## config.mk

```make
export PLATFORM = sky130hd
export DESIGN_NAME = rc_stick_frame_encoder
export DESIGN_NICKNAME = d
export VERILOG_FILES = /design/src/rtl/core/rcsfe_pkg.sv /design/src/rtl/core/rcsfe_front.sv /design/src/rtl/core/rcsfe_queue.sv /design/src/rtl/core/rcsfe_back.sv /design/src/rtl/core/rc_stick_frame_encoder.sv
export SDC_FILE = /design/constraint.sdc
export NUM_CORES = 1
export LEC_CHECK = 0
export BUFFER_PORTS_ARGS = -buffer_cell sky130_fd_sc_hd__buf_2
export CORE_MARGIN = 1.5
export CORE_UTILIZATION = 63
export CTS_CLUSTER_DIAMETER = 200
export DETAILED_ROUTE_END_ITERATION = 8
export MAX_ROUTING_LAYER = met4
export PLACE_DENSITY = 0.86
export SYNTH_ARGS = -nofsm -noshare
export SYNTH_HDL_FRONTEND = slang
export SYNTH_HIERARCHICAL = 1
export SYNTH_SLANG_ARGS = --single-unit
```

## constraint.sdc

```tcl
create_clock -name i_clk -period 11.6 [get_ports i_clk]
set_clock_uncertainty 0.05 [all_clocks]
set_input_delay 1.16 -clock i_clk [delete_from_list [all_inputs] [get_ports i_clk]]
set_output_delay 1.16 -clock i_clk [all_outputs]
set_load 0.1 [all_outputs]
```

## src/rtl/core/rcsfe_pkg.sv

```systemverilog
// shared types and constants for the rc stick frame encoder
`timescale 1ns / 1ps

package rcsfe_pkg;

    localparam int QUEUE_DEPTH = 2;

    // configuration register indexes
    localparam logic [1:0] CFG_PITCH_OFFSET = 2'd0;
    localparam logic [1:0] CFG_ROLL_OFFSET  = 2'd1;
    localparam logic [1:0] CFG_SCALE        = 2'd2;

    localparam logic [9:0] SCALE_RESET = 10'd1003;

    // trim button codes
    localparam logic [2:0] BTN_ROLL_UP    = 3'd1;
    localparam logic [2:0] BTN_ROLL_DOWN  = 3'd2;
    localparam logic [2:0] BTN_PITCH_UP   = 3'd3;
    localparam logic [2:0] BTN_PITCH_DOWN = 3'd4;

    localparam int MAP_BASE      = 1100;
    localparam int THR_BASE      = 1000;
    localparam int YAW_MIN       = 1190;
    localparam int YAW_MAX       = 1810;
    localparam int THR_ACTIVE    = 1200;
    localparam int BAT_GAIN      = 496;
    localparam int BAT_LOW_LEVEL = 310;
    localparam int TRIM_STEP     = 500;
    localparam int TRIM_LIMIT    = 2500;

    // frame header bytes
    localparam logic [7:0] SYNC_0   = 8'hAA;
    localparam logic [7:0] SYNC_1   = 8'hAF;
    localparam logic [7:0] CH_ID    = 8'h03;
    localparam logic [7:0] CH_LEN   = 8'h10;
    localparam logic [7:0] TRIM_ID  = 8'h16;
    localparam logic [7:0] TRIM_LEN = 8'h04;

    // byte positions in the serialized output of one item
    localparam logic [4:0] POS_CH_WORDS   = 5'd4;
    localparam logic [4:0] POS_CH_SUM     = 5'd20;
    localparam logic [4:0] POS_TRIM_START = 5'd21;
    localparam logic [4:0] POS_TRIM_WORDS = 5'd25;
    localparam logic [4:0] POS_TRIM_SUM   = 5'd29;

    // one classified item handed from front to back
    typedef struct packed {
        logic [10:0]       thr;
        logic [11:0]       yaw;
        logic [11:0]       roll;
        logic [11:0]       pitch;
        logic [3:0][15:0]  aux;
        logic              bat_low;
        logic              thr_active;
        logic              trim_en;
        logic [15:0]       roll_trim;
        logic [15:0]       pitch_trim;
    } t_job;

endpackage

```

## src/rtl/core/rcsfe_front.sv

```systemverilog
// front end: config registers, channel mapping, trim state and job build
`timescale 1ns / 1ps

module rcsfe_front (
    input  logic               i_clk,
    input  logic               i_rst_n,
    input  logic               i_cfg_valid,
    input  logic [1:0]         i_cfg_index,
    input  logic [9:0]         i_cfg_data,
    input  logic               i_valid,
    output logic               o_ready,
    input  logic [111:0]       i_data,
    output logic               o_push,
    input  logic               i_push_ready,
    output rcsfe_pkg::t_job    o_job
);

    localparam logic signed [12:0] TRIM_STEP_S = 13'(rcsfe_pkg::TRIM_STEP);
    localparam logic signed [12:0] TRIM_LIM_S  = 13'(rcsfe_pkg::TRIM_LIMIT);

    logic [7:0]         r_pitch_off;
    logic [7:0]         r_roll_off;
    logic [9:0]         r_scale;
    logic signed [12:0] r_roll_trim;
    logic signed [12:0] r_pitch_trim;
    logic               r_pend;

    logic signed [12:0] n_roll_trim;
    logic signed [12:0] n_pitch_trim;
    logic               press;

    logic [7:0]  thr_s, yaw_s, roll_s, pitch_s, bat_s;
    logic [2:0]  btn;
    logic signed [9:0] roll_diff, pitch_diff;
    logic [7:0]  roll_c, pitch_c;
    logic [17:0] roll_prod, pitch_prod, yaw_prod;
    logic [11:0] roll_map, pitch_map, yaw_map, yaw_clamp;
    logic [10:0] thr_map;
    logic [16:0] bat_prod;
    logic        accept;

    assign thr_s   = i_data[7:0];
    assign yaw_s   = i_data[15:8];
    assign roll_s  = i_data[23:16];
    assign pitch_s = i_data[31:24];
    assign bat_s   = i_data[39:32];
    assign btn     = i_data[106:104];

    assign o_ready = i_push_ready;
    assign o_push  = i_valid;
    assign accept  = i_valid && i_push_ready;

    always_comb begin
        roll_diff  = $signed({2'b00, roll_s}) - $signed({{2{r_roll_off[7]}}, r_roll_off});
        pitch_diff = $signed({2'b00, pitch_s}) - $signed({{2{r_pitch_off[7]}}, r_pitch_off});
        if (roll_diff[9]) begin
            roll_c = 8'd0;
        end else if (roll_diff[8]) begin
            roll_c = 8'hFF;
        end else begin
            roll_c = roll_diff[7:0];
        end
        if (pitch_diff[9]) begin
            pitch_c = 8'd0;
        end else if (pitch_diff[8]) begin
            pitch_c = 8'hFF;
        end else begin
            pitch_c = pitch_diff[7:0];
        end
        roll_prod  = 18'(r_scale) * 18'(roll_c);
        pitch_prod = 18'(r_scale) * 18'(pitch_c);
        yaw_prod   = 18'(r_scale) * 18'(yaw_s);
        roll_map   = 12'(roll_prod[17:8]) + 12'(rcsfe_pkg::MAP_BASE);
        pitch_map  = 12'(pitch_prod[17:8]) + 12'(rcsfe_pkg::MAP_BASE);
        yaw_map    = 12'(yaw_prod[17:8]) + 12'(rcsfe_pkg::MAP_BASE);
        if (yaw_map < 12'(rcsfe_pkg::YAW_MIN)) begin
            yaw_clamp = 12'(rcsfe_pkg::YAW_MIN);
        end else if (yaw_map > 12'(rcsfe_pkg::YAW_MAX)) begin
            yaw_clamp = 12'(rcsfe_pkg::YAW_MAX);
        end else begin
            yaw_clamp = yaw_map;
        end
        // floor(3.5 x) as (7 x) >> 1
        thr_map  = 11'((11'(thr_s) * 11'd7) >> 1) + 11'(rcsfe_pkg::THR_BASE);
        bat_prod = 17'(bat_s) * 17'(rcsfe_pkg::BAT_GAIN);
    end

    // trim step applied after the channel frame, within the limits
    always_comb begin
        n_roll_trim  = r_roll_trim;
        n_pitch_trim = r_pitch_trim;
        press        = 1'b0;
        case (btn)
            rcsfe_pkg::BTN_ROLL_UP: begin
                press = 1'b1;
                if (r_roll_trim < TRIM_LIM_S) n_roll_trim = r_roll_trim + TRIM_STEP_S;
            end
            rcsfe_pkg::BTN_ROLL_DOWN: begin
                press = 1'b1;
                if (r_roll_trim > -TRIM_LIM_S) n_roll_trim = r_roll_trim - TRIM_STEP_S;
            end
            rcsfe_pkg::BTN_PITCH_UP: begin
                press = 1'b1;
                if (r_pitch_trim < TRIM_LIM_S) n_pitch_trim = r_pitch_trim + TRIM_STEP_S;
            end
            rcsfe_pkg::BTN_PITCH_DOWN: begin
                press = 1'b1;
                if (r_pitch_trim > -TRIM_LIM_S) n_pitch_trim = r_pitch_trim - TRIM_STEP_S;
            end
            default: begin
                press = 1'b0;
            end
        endcase
    end

    always_comb begin
        o_job.thr        = thr_map;
        o_job.yaw        = yaw_clamp;
        o_job.roll       = roll_map;
        o_job.pitch      = pitch_map;
        o_job.aux[0]     = i_data[55:40];
        o_job.aux[1]     = i_data[71:56];
        o_job.aux[2]     = i_data[87:72];
        o_job.aux[3]     = i_data[103:88];
        o_job.bat_low    = (bat_prod[16:8] <= 9'(rcsfe_pkg::BAT_LOW_LEVEL));
        o_job.thr_active = (thr_map > 11'(rcsfe_pkg::THR_ACTIVE));
        o_job.trim_en    = r_pend || press;
        o_job.roll_trim  = {{3{n_roll_trim[12]}}, n_roll_trim};
        o_job.pitch_trim = {{3{n_pitch_trim[12]}}, n_pitch_trim};
    end

    always_ff @(posedge i_clk) begin
        if (!i_rst_n) begin
            r_pitch_off  <= 8'd0;
            r_roll_off   <= 8'd0;
            r_scale      <= rcsfe_pkg::SCALE_RESET;
            r_roll_trim  <= '0;
            r_pitch_trim <= '0;
            r_pend       <= 1'b1;
        end else begin
            if (i_cfg_valid) begin
                case (i_cfg_index)
                    rcsfe_pkg::CFG_PITCH_OFFSET: r_pitch_off <= i_cfg_data[7:0];
                    rcsfe_pkg::CFG_ROLL_OFFSET:  r_roll_off  <= i_cfg_data[7:0];
                    rcsfe_pkg::CFG_SCALE:        r_scale     <= i_cfg_data;
                    default: begin
                    end
                endcase
            end
            if (accept) begin
                r_roll_trim  <= n_roll_trim;
                r_pitch_trim <= n_pitch_trim;
                // any pending trim frame goes out with this item
                r_pend       <= 1'b0;
            end
        end
    end

endmodule

```

## src/rtl/core/rcsfe_queue.sv

```systemverilog
// short job queue between front end and serializer
`timescale 1ns / 1ps

module rcsfe_queue #(
    parameter int DEPTH = rcsfe_pkg::QUEUE_DEPTH
) (
    input  logic               i_clk,
    input  logic               i_rst_n,
    input  logic               i_push,
    output logic               o_push_ready,
    input  rcsfe_pkg::t_job    i_job,
    output logic               o_nonempty,
    input  logic               i_pop,
    output rcsfe_pkg::t_job    o_job
);

    localparam int PW = (DEPTH > 1) ? $clog2(DEPTH) : 1;
    localparam int CW = $clog2(DEPTH + 1);

    rcsfe_pkg::t_job r_mem [DEPTH];
    logic [PW-1:0]   r_wr_ptr;
    logic [PW-1:0]   r_rd_ptr;
    logic [CW-1:0]   r_count;
    logic            do_push;
    logic            do_pop;

    assign o_push_ready = (r_count != CW'(DEPTH));
    assign o_nonempty   = (r_count != '0);
    assign do_push      = i_push && o_push_ready;
    assign do_pop       = i_pop && o_nonempty;
    assign o_job        = r_mem[r_rd_ptr];

    always_ff @(posedge i_clk) begin
        if (do_push) r_mem[r_wr_ptr] <= i_job;
    end

    always_ff @(posedge i_clk) begin
        if (!i_rst_n) begin
            r_wr_ptr <= '0;
            r_rd_ptr <= '0;
            r_count  <= '0;
        end else begin
            if (do_push) begin
                r_wr_ptr <= (r_wr_ptr == PW'(DEPTH - 1)) ? '0 : r_wr_ptr + 1'b1;
            end
            if (do_pop) begin
                r_rd_ptr <= (r_rd_ptr == PW'(DEPTH - 1)) ? '0 : r_rd_ptr + 1'b1;
            end
            if (do_push && !do_pop) begin
                r_count <= r_count + 1'b1;
            end else if (do_pop && !do_push) begin
                r_count <= r_count - 1'b1;
            end
        end
    end

endmodule

```

## src/rtl/core/rcsfe_back.sv

```systemverilog
// serializer: turns a job into frame bytes with running checksum
`timescale 1ns / 1ps

module rcsfe_back (
    input  logic               i_clk,
    input  logic               i_rst_n,
    input  logic               i_nonempty,
    input  rcsfe_pkg::t_job    i_job,
    output logic               o_pop,
    output logic               o_valid,
    input  logic               i_ready,
    output logic [7:0]         o_data,
    output logic               o_last,
    output logic [2:0]         o_user
);

    logic [4:0]   r_pos;
    logic [7:0]   r_sum;
    logic         r_valid;
    logic [7:0]   r_data;
    logic         r_last;
    logic [2:0]   r_user;

    logic [4:0]   n_pos;
    logic [7:0]   n_sum;
    logic [7:0]   byte_sel;
    logic         is_sum;
    logic         is_last;
    logic         emit;
    logic [127:0] words;
    logic [31:0]  trims;
    logic [4:0]   word_off;
    logic [4:0]   trim_off;

    assign emit = i_nonempty && (!r_valid || i_ready);

    always_comb begin
        words = {i_job.aux[3], i_job.aux[2], i_job.aux[1], i_job.aux[0],
                 4'd0, i_job.pitch, 4'd0, i_job.roll, 4'd0, i_job.yaw, 5'd0, i_job.thr};
        trims    = {i_job.pitch_trim, i_job.roll_trim};
        word_off = r_pos - rcsfe_pkg::POS_CH_WORDS;
        trim_off = r_pos - rcsfe_pkg::POS_TRIM_WORDS;
        is_sum   = (r_pos == rcsfe_pkg::POS_CH_SUM) || (r_pos == rcsfe_pkg::POS_TRIM_SUM);
        is_last  = i_job.trim_en ? (r_pos == rcsfe_pkg::POS_TRIM_SUM)
                                 : (r_pos == rcsfe_pkg::POS_CH_SUM);
        case (r_pos)
            5'd0, 5'd21: byte_sel = rcsfe_pkg::SYNC_0;
            5'd1, 5'd22: byte_sel = rcsfe_pkg::SYNC_1;
            5'd2:        byte_sel = rcsfe_pkg::CH_ID;
            5'd3:        byte_sel = rcsfe_pkg::CH_LEN;
            5'd23:       byte_sel = rcsfe_pkg::TRIM_ID;
            5'd24:       byte_sel = rcsfe_pkg::TRIM_LEN;
            5'd20, 5'd29: byte_sel = r_sum;
            5'd25, 5'd26, 5'd27, 5'd28: byte_sel = trims[{trim_off[1:0], 3'b000} +: 8];
            default:     byte_sel = words[{word_off[3:0], 3'b000} +: 8];
        endcase
        // checksum restarts after each frame
        n_sum = is_sum ? 8'd0 : r_sum + byte_sel;
        n_pos = is_last ? 5'd0 : r_pos + 5'd1;
    end

    assign o_pop   = emit && is_last;
    assign o_valid = r_valid;
    assign o_data  = r_data;
    assign o_last  = r_last;
    assign o_user  = r_user;

    always_ff @(posedge i_clk) begin
        if (!i_rst_n) begin
            r_pos   <= 5'd0;
            r_sum   <= 8'd0;
            r_valid <= 1'b0;
        end else begin
            if (emit) begin
                r_pos   <= n_pos;
                r_sum   <= n_sum;
                r_valid <= 1'b1;
            end else if (i_ready) begin
                r_valid <= 1'b0;
            end
        end
    end

    always_ff @(posedge i_clk) begin
        if (emit) begin
            r_data <= byte_sel;
            r_last <= is_last;
            r_user <= {i_job.thr_active, i_job.bat_low, is_sum};
        end
    end

endmodule

```

## src/rtl/core/rc_stick_frame_encoder.sv

```systemverilog
// top level of the rc stick frame encoder
`timescale 1ns / 1ps

// Each accepted sample set becomes a 21-byte channel frame (AA AF 03 10, eight
// little-endian words, byte-sum checksum), followed by a 9-byte trim frame
// (AA AF 16 04, roll and pitch trim, checksum) after reset or after any trim
// press. The front end takes a sample set whenever the job queue has room;
// the serializer sends one byte per cycle while the output is not stalled,
// so an item is 21 bytes long, or 30 with a trim frame, and sustained rate
// is set by that serializer. The job queue holds up to QUEUE_DEPTH jobs, the
// one being sent included, so QUEUE_DEPTH - 1 jobs can wait behind it.
// Configuration writes are always ready and must be done while idle.
module rc_stick_frame_encoder #(
    parameter int QUEUE_DEPTH = rcsfe_pkg::QUEUE_DEPTH
) (
    input  logic         i_clk,
    input  logic         i_rst_n,
    input  logic         i_cfg_valid,
    output logic         o_cfg_ready,
    input  logic [1:0]   i_cfg_index,
    input  logic [9:0]   i_cfg_data,
    input  logic         s_axis_tvalid,
    output logic         s_axis_tready,
    // throttle_sample, yaw_sample, roll_sample, pitch_sample, battery_sample,
    // aux_one, aux_two, aux_three, aux_four, trim_button, zero fill
    input  logic [111:0] s_axis_tdata,
    output logic         m_axis_tvalid,
    input  logic         m_axis_tready,
    // tx_byte
    output logic [7:0]   m_axis_tdata,
    output logic         m_axis_tlast,
    // frame_end, battery_low, throttle_active
    output logic [2:0]   m_axis_tuser
);

    rcsfe_pkg::t_job front_job;
    rcsfe_pkg::t_job head_job;
    logic            push;
    logic            push_ready;
    logic            nonempty;
    logic            pop;

    assign o_cfg_ready = 1'b1;

    rcsfe_front u_front (
        .i_clk        (i_clk),
        .i_rst_n      (i_rst_n),
        .i_cfg_valid  (i_cfg_valid),
        .i_cfg_index  (i_cfg_index),
        .i_cfg_data   (i_cfg_data),
        .i_valid      (s_axis_tvalid),
        .o_ready      (s_axis_tready),
        .i_data       (s_axis_tdata),
        .o_push       (push),
        .i_push_ready (push_ready),
        .o_job        (front_job)
    );

    rcsfe_queue #(
        .DEPTH (QUEUE_DEPTH)
    ) u_queue (
        .i_clk        (i_clk),
        .i_rst_n      (i_rst_n),
        .i_push       (push),
        .o_push_ready (push_ready),
        .i_job        (front_job),
        .o_nonempty   (nonempty),
        .i_pop        (pop),
        .o_job        (head_job)
    );

    rcsfe_back u_back (
        .i_clk      (i_clk),
        .i_rst_n    (i_rst_n),
        .i_nonempty (nonempty),
        .i_job      (head_job),
        .o_pop      (pop),
        .o_valid    (m_axis_tvalid),
        .i_ready    (m_axis_tready),
        .o_data     (m_axis_tdata),
        .o_last     (m_axis_tlast),
        .o_user     (m_axis_tuser)
    );

endmodule

```

==> out/qor.yml <==
antenna_found_initial: 0
synth_cells: 2467
fin_crit_sh_pct: 77.0
routed_wl_um: 58700
status: "completed"
start_util_pct: 63.9
cts.reportedPaths.clkPinSlew_ns: 0.06
overflow: 0
r2r-start: "u_front/r_pitch_off[7]$_SDFFE_PN0P_"
dp_hpwl_um: 41900
drt_iter0_drc: 1478
cap_violations: 0
r2r_setup_slack_ns: 2.98
drc: 0
synth-main-ff-cell: "edfxtp_1"
track_usage_pct: 27.4
crit_top_cell: "fa_1"
ys_seq_elements: 372
async_reset_ff_share_pct: 0
first_global_vias: 18700
critPathMaxFanout: 10
postCtsSetupBuffers: 0
pin_count: 144
synth_edf_count: 304
htreeDepth: 2
path_class: "input pin to flop"
ctsHoldBuffers: 0
antenna_left: 0
clk_latency_ns: 0.56
wl_per_cell_um: 18.9
coreArea_um2: 43200
max_freq_ghz: 0.112
synthTopCellsByArea: "edfxtp_1 (33%), fa_1 (12%), ha_1 (8.2%), mux2_2 (6.2%), dfxtp_1 (4.9%)"
hold_depth: 2
cts_buffers: 39
io_buffers: 137
hold_viol: 0
hp-start: "u_front/r_pend$_SDFFE_PN1P_"
num_vias: 18400
cp.arrival_ns: 9.18
yosysTopAreaCellShare_pct: 33.1
ys_seq_area_share_pct: 38.0
min_delay_worst_endpoint: "u_front/r_pend$_SDFFE_PN1P_"
yosysUniqueCellTypes: 95
cts-root-buf: "clkbuf_16"
rsz0062_at_grt: "false"
cts_sinks: 372
endpoint_kind: "flop"
startpoint_type: "input pin"
clk_path_buf_depth: 3
synth_area_per_cell_um2: 11.2
maxSlewViolCount: 0
slowest_delay_ns: 0.62
tightest_slew_ns: 1.09
vias_per_cell: 5.92
fin_nets: 2969
drive_above_1_share_pct: 17.0
finalCriticalPeriod_ns: 8.93
setup_tns_ns: 0
yosys_warnings: 6
rows: 76
maxSlewHeadroom_pct: 26.8
dr.pass1.iters: 5
cts_resized: 0
grt_max_degree: 78
setup_violations: 0
dpl-instance-area_um2: 28100
required_ns: 11.85
die_w_um: 212
design_area_um2: 29300
synth_top_cell_by_area: "edfxtp_1"
hold_path_class: "flop to flop"
r2r_end: "u_queue/r_mem[0][105]$_DFFE_PP_"
die_h_um: 212
antennaDiodeCount: 0
grt_pass1_wl_um: 94700
worst_path_max_delay_cell: "a21oi_1"
tritoncts: "yes"
synthToLayoutAreaGrowth_pct: 6.31
netlist_area_um2: 27600
gp_congestion: 0.932
dieArea_um2: 45000
reg2reg_depth: 29
==> cells by family after synthesis <==
group,Yosys count,synth area share [%]
and+or+nand+nor,673,12.7
buffers and inverters,434,7.42
DFF,372,38.0
adders and majority gates,348,20.4
AOI/OAI and AO/OA,323,7.94
muxes,210,10.0
xor gates and xnor gates,104,3.45
other,3,0.0408
==> cells in the mapped netlist (30+ instances only) <==
| library cell | instances |
|---|---|
| clkbuf_1 | 62 |
| fa_1 | 168 |
| xor2_1 | 42 |
| mux2_2 | 152 |
| mux4_2 | 34 |
| edfxtp_1 | 304 |
| nor2_1 | 84 |
| and2_1 | 174 |
| buf_4 | 86 |
| nand2_1 | 201 |
| a21o_1 | 30 |
| nor2b_1 | 38 |
| a21oi_1 | 87 |
| o21ai_0 | 59 |
| nand3_1 | 38 |
| ha_1 | 180 |
| xnor2_1 | 59 |
| dfxtp_1 | 68 |
| inv_1 | 260 |
==> worst max path at each step <==
stage / from / to / slack (ns)
3_3_place_gp: s_axis_tdata[24] / u_queue/r_mem[0][105]$_DFFE_PP_ / 2.38
3_5_place_dp: s_axis_tdata[24] / u_queue/r_mem[0][105]$_DFFE_PP_ / 2.20
2_1_floorplan: s_axis_tdata[24] / u_queue/r_mem[0][105]$_DFFE_PP_ / 3.19
5_1_grt: s_axis_tdata[24] / u_queue/r_mem[0][107]$_DFFE_PP_ / 2.14
4_1_cts: s_axis_tdata[24] / u_queue/r_mem[1][105]$_DFFE_PP_ / 2.78
6_report: s_axis_tdata[24] / u_queue/r_mem[0][105]$_DFFE_PP_ / 2.67
==> metrics by stage <==
stage / util, % / cells / setup slack [ns] / hold WS, ns
6_report: 67.9 / 3108 / 2.67 / 0.395
5_1_grt: 67.9 / 3108 / 2.14 / 0.405
4_1_cts: 67.9 / 3108 / 2.78 / 0.394
3_5_place_dp: 65.0 / 3036 / 2.20 / 0.404
3_3_place_gp: 65.0 / 3036 / 2.38 / 0.376
2_1_floorplan: - / 2471 / 3.19 / 0.365
==> critical path: cells and delay by family <==
family / cells / cell delay, ns
buf+inv: 5 / 0.27
fa+ha+maj: 8 / 3.43
compound gates: 4 / 1.70
xor+xnor: 3 / 0.46
simple gates: 11 / 2.17
==> per-layer routing <==
| metal | global-route usage [%] | wire length [um] | up-vias |
|---|---|---|---|
| met2 | 45.5 | 29000 | 745 |
| li1 | - | - | 8483 |
| met4 | 9.53 | 1760 | 0 |
| met1 | 34.8 | 23900 | 9056 |
| met5 | - | 0 | - |
| met3 | 3.47 | 4050 | 126 |
==> flip-flops by register name (all words and copies together) (netlist names), 2 cells and up, named ones only <==
| signal | flops |
|---|---|
| u_back/r_sum | 8 |
| u_back/o_data | 8 |
| u_front/r_roll_off | 8 |
| u_queue/r_count | 2 |
| u_back/r_pos | 5 |
| u_front/r_roll_trim | 11 |
| u_front/r_scale | 10 |
| u_queue/r_mem | 292 |
| u_back/o_user | 3 |
| u_front/r_pitch_off | 8 |
| u_front/r_pitch_trim | 11 |
==> area by class of cell <==
| class | count | area [um^2] |
|---|---|---|
| flip-flops and latches | 372 | 10500 |
| clock inverters | 23 | 190 |
| clock buffers | 49 | 1060 |
| repair buffers | 151 | 791 |
| inverters | 263 | 992 |
| well taps | 585 | 732 |
| fillers | 3021 | 13900 |
| multi-input cells | 1665 | 15100 |
==> placed cells by master (no fill, tap or decap), drive strengths merged, types with 25 or more instances in the layout <==
cell type  Yosys  routed
clkbuf        65      49
a21oi         89      89
inv          260     262
and2         174     174
fa           168     168
nor2          85      85
mux2         152     152
nand3         38      38
nor2b         38      38
edfxtp       304     304
dfxtp         68      68
nand2        201     201
buf          106     151
o21ai         67      67
mux4          37      37
ha           180     180
xnor2         61      61
a21o          30      30
nor3          25      25
xor2          42      42
Power is not shown: default switching activity piles up to over one toggle a cycle in this logic, so the estimate is an artifact.
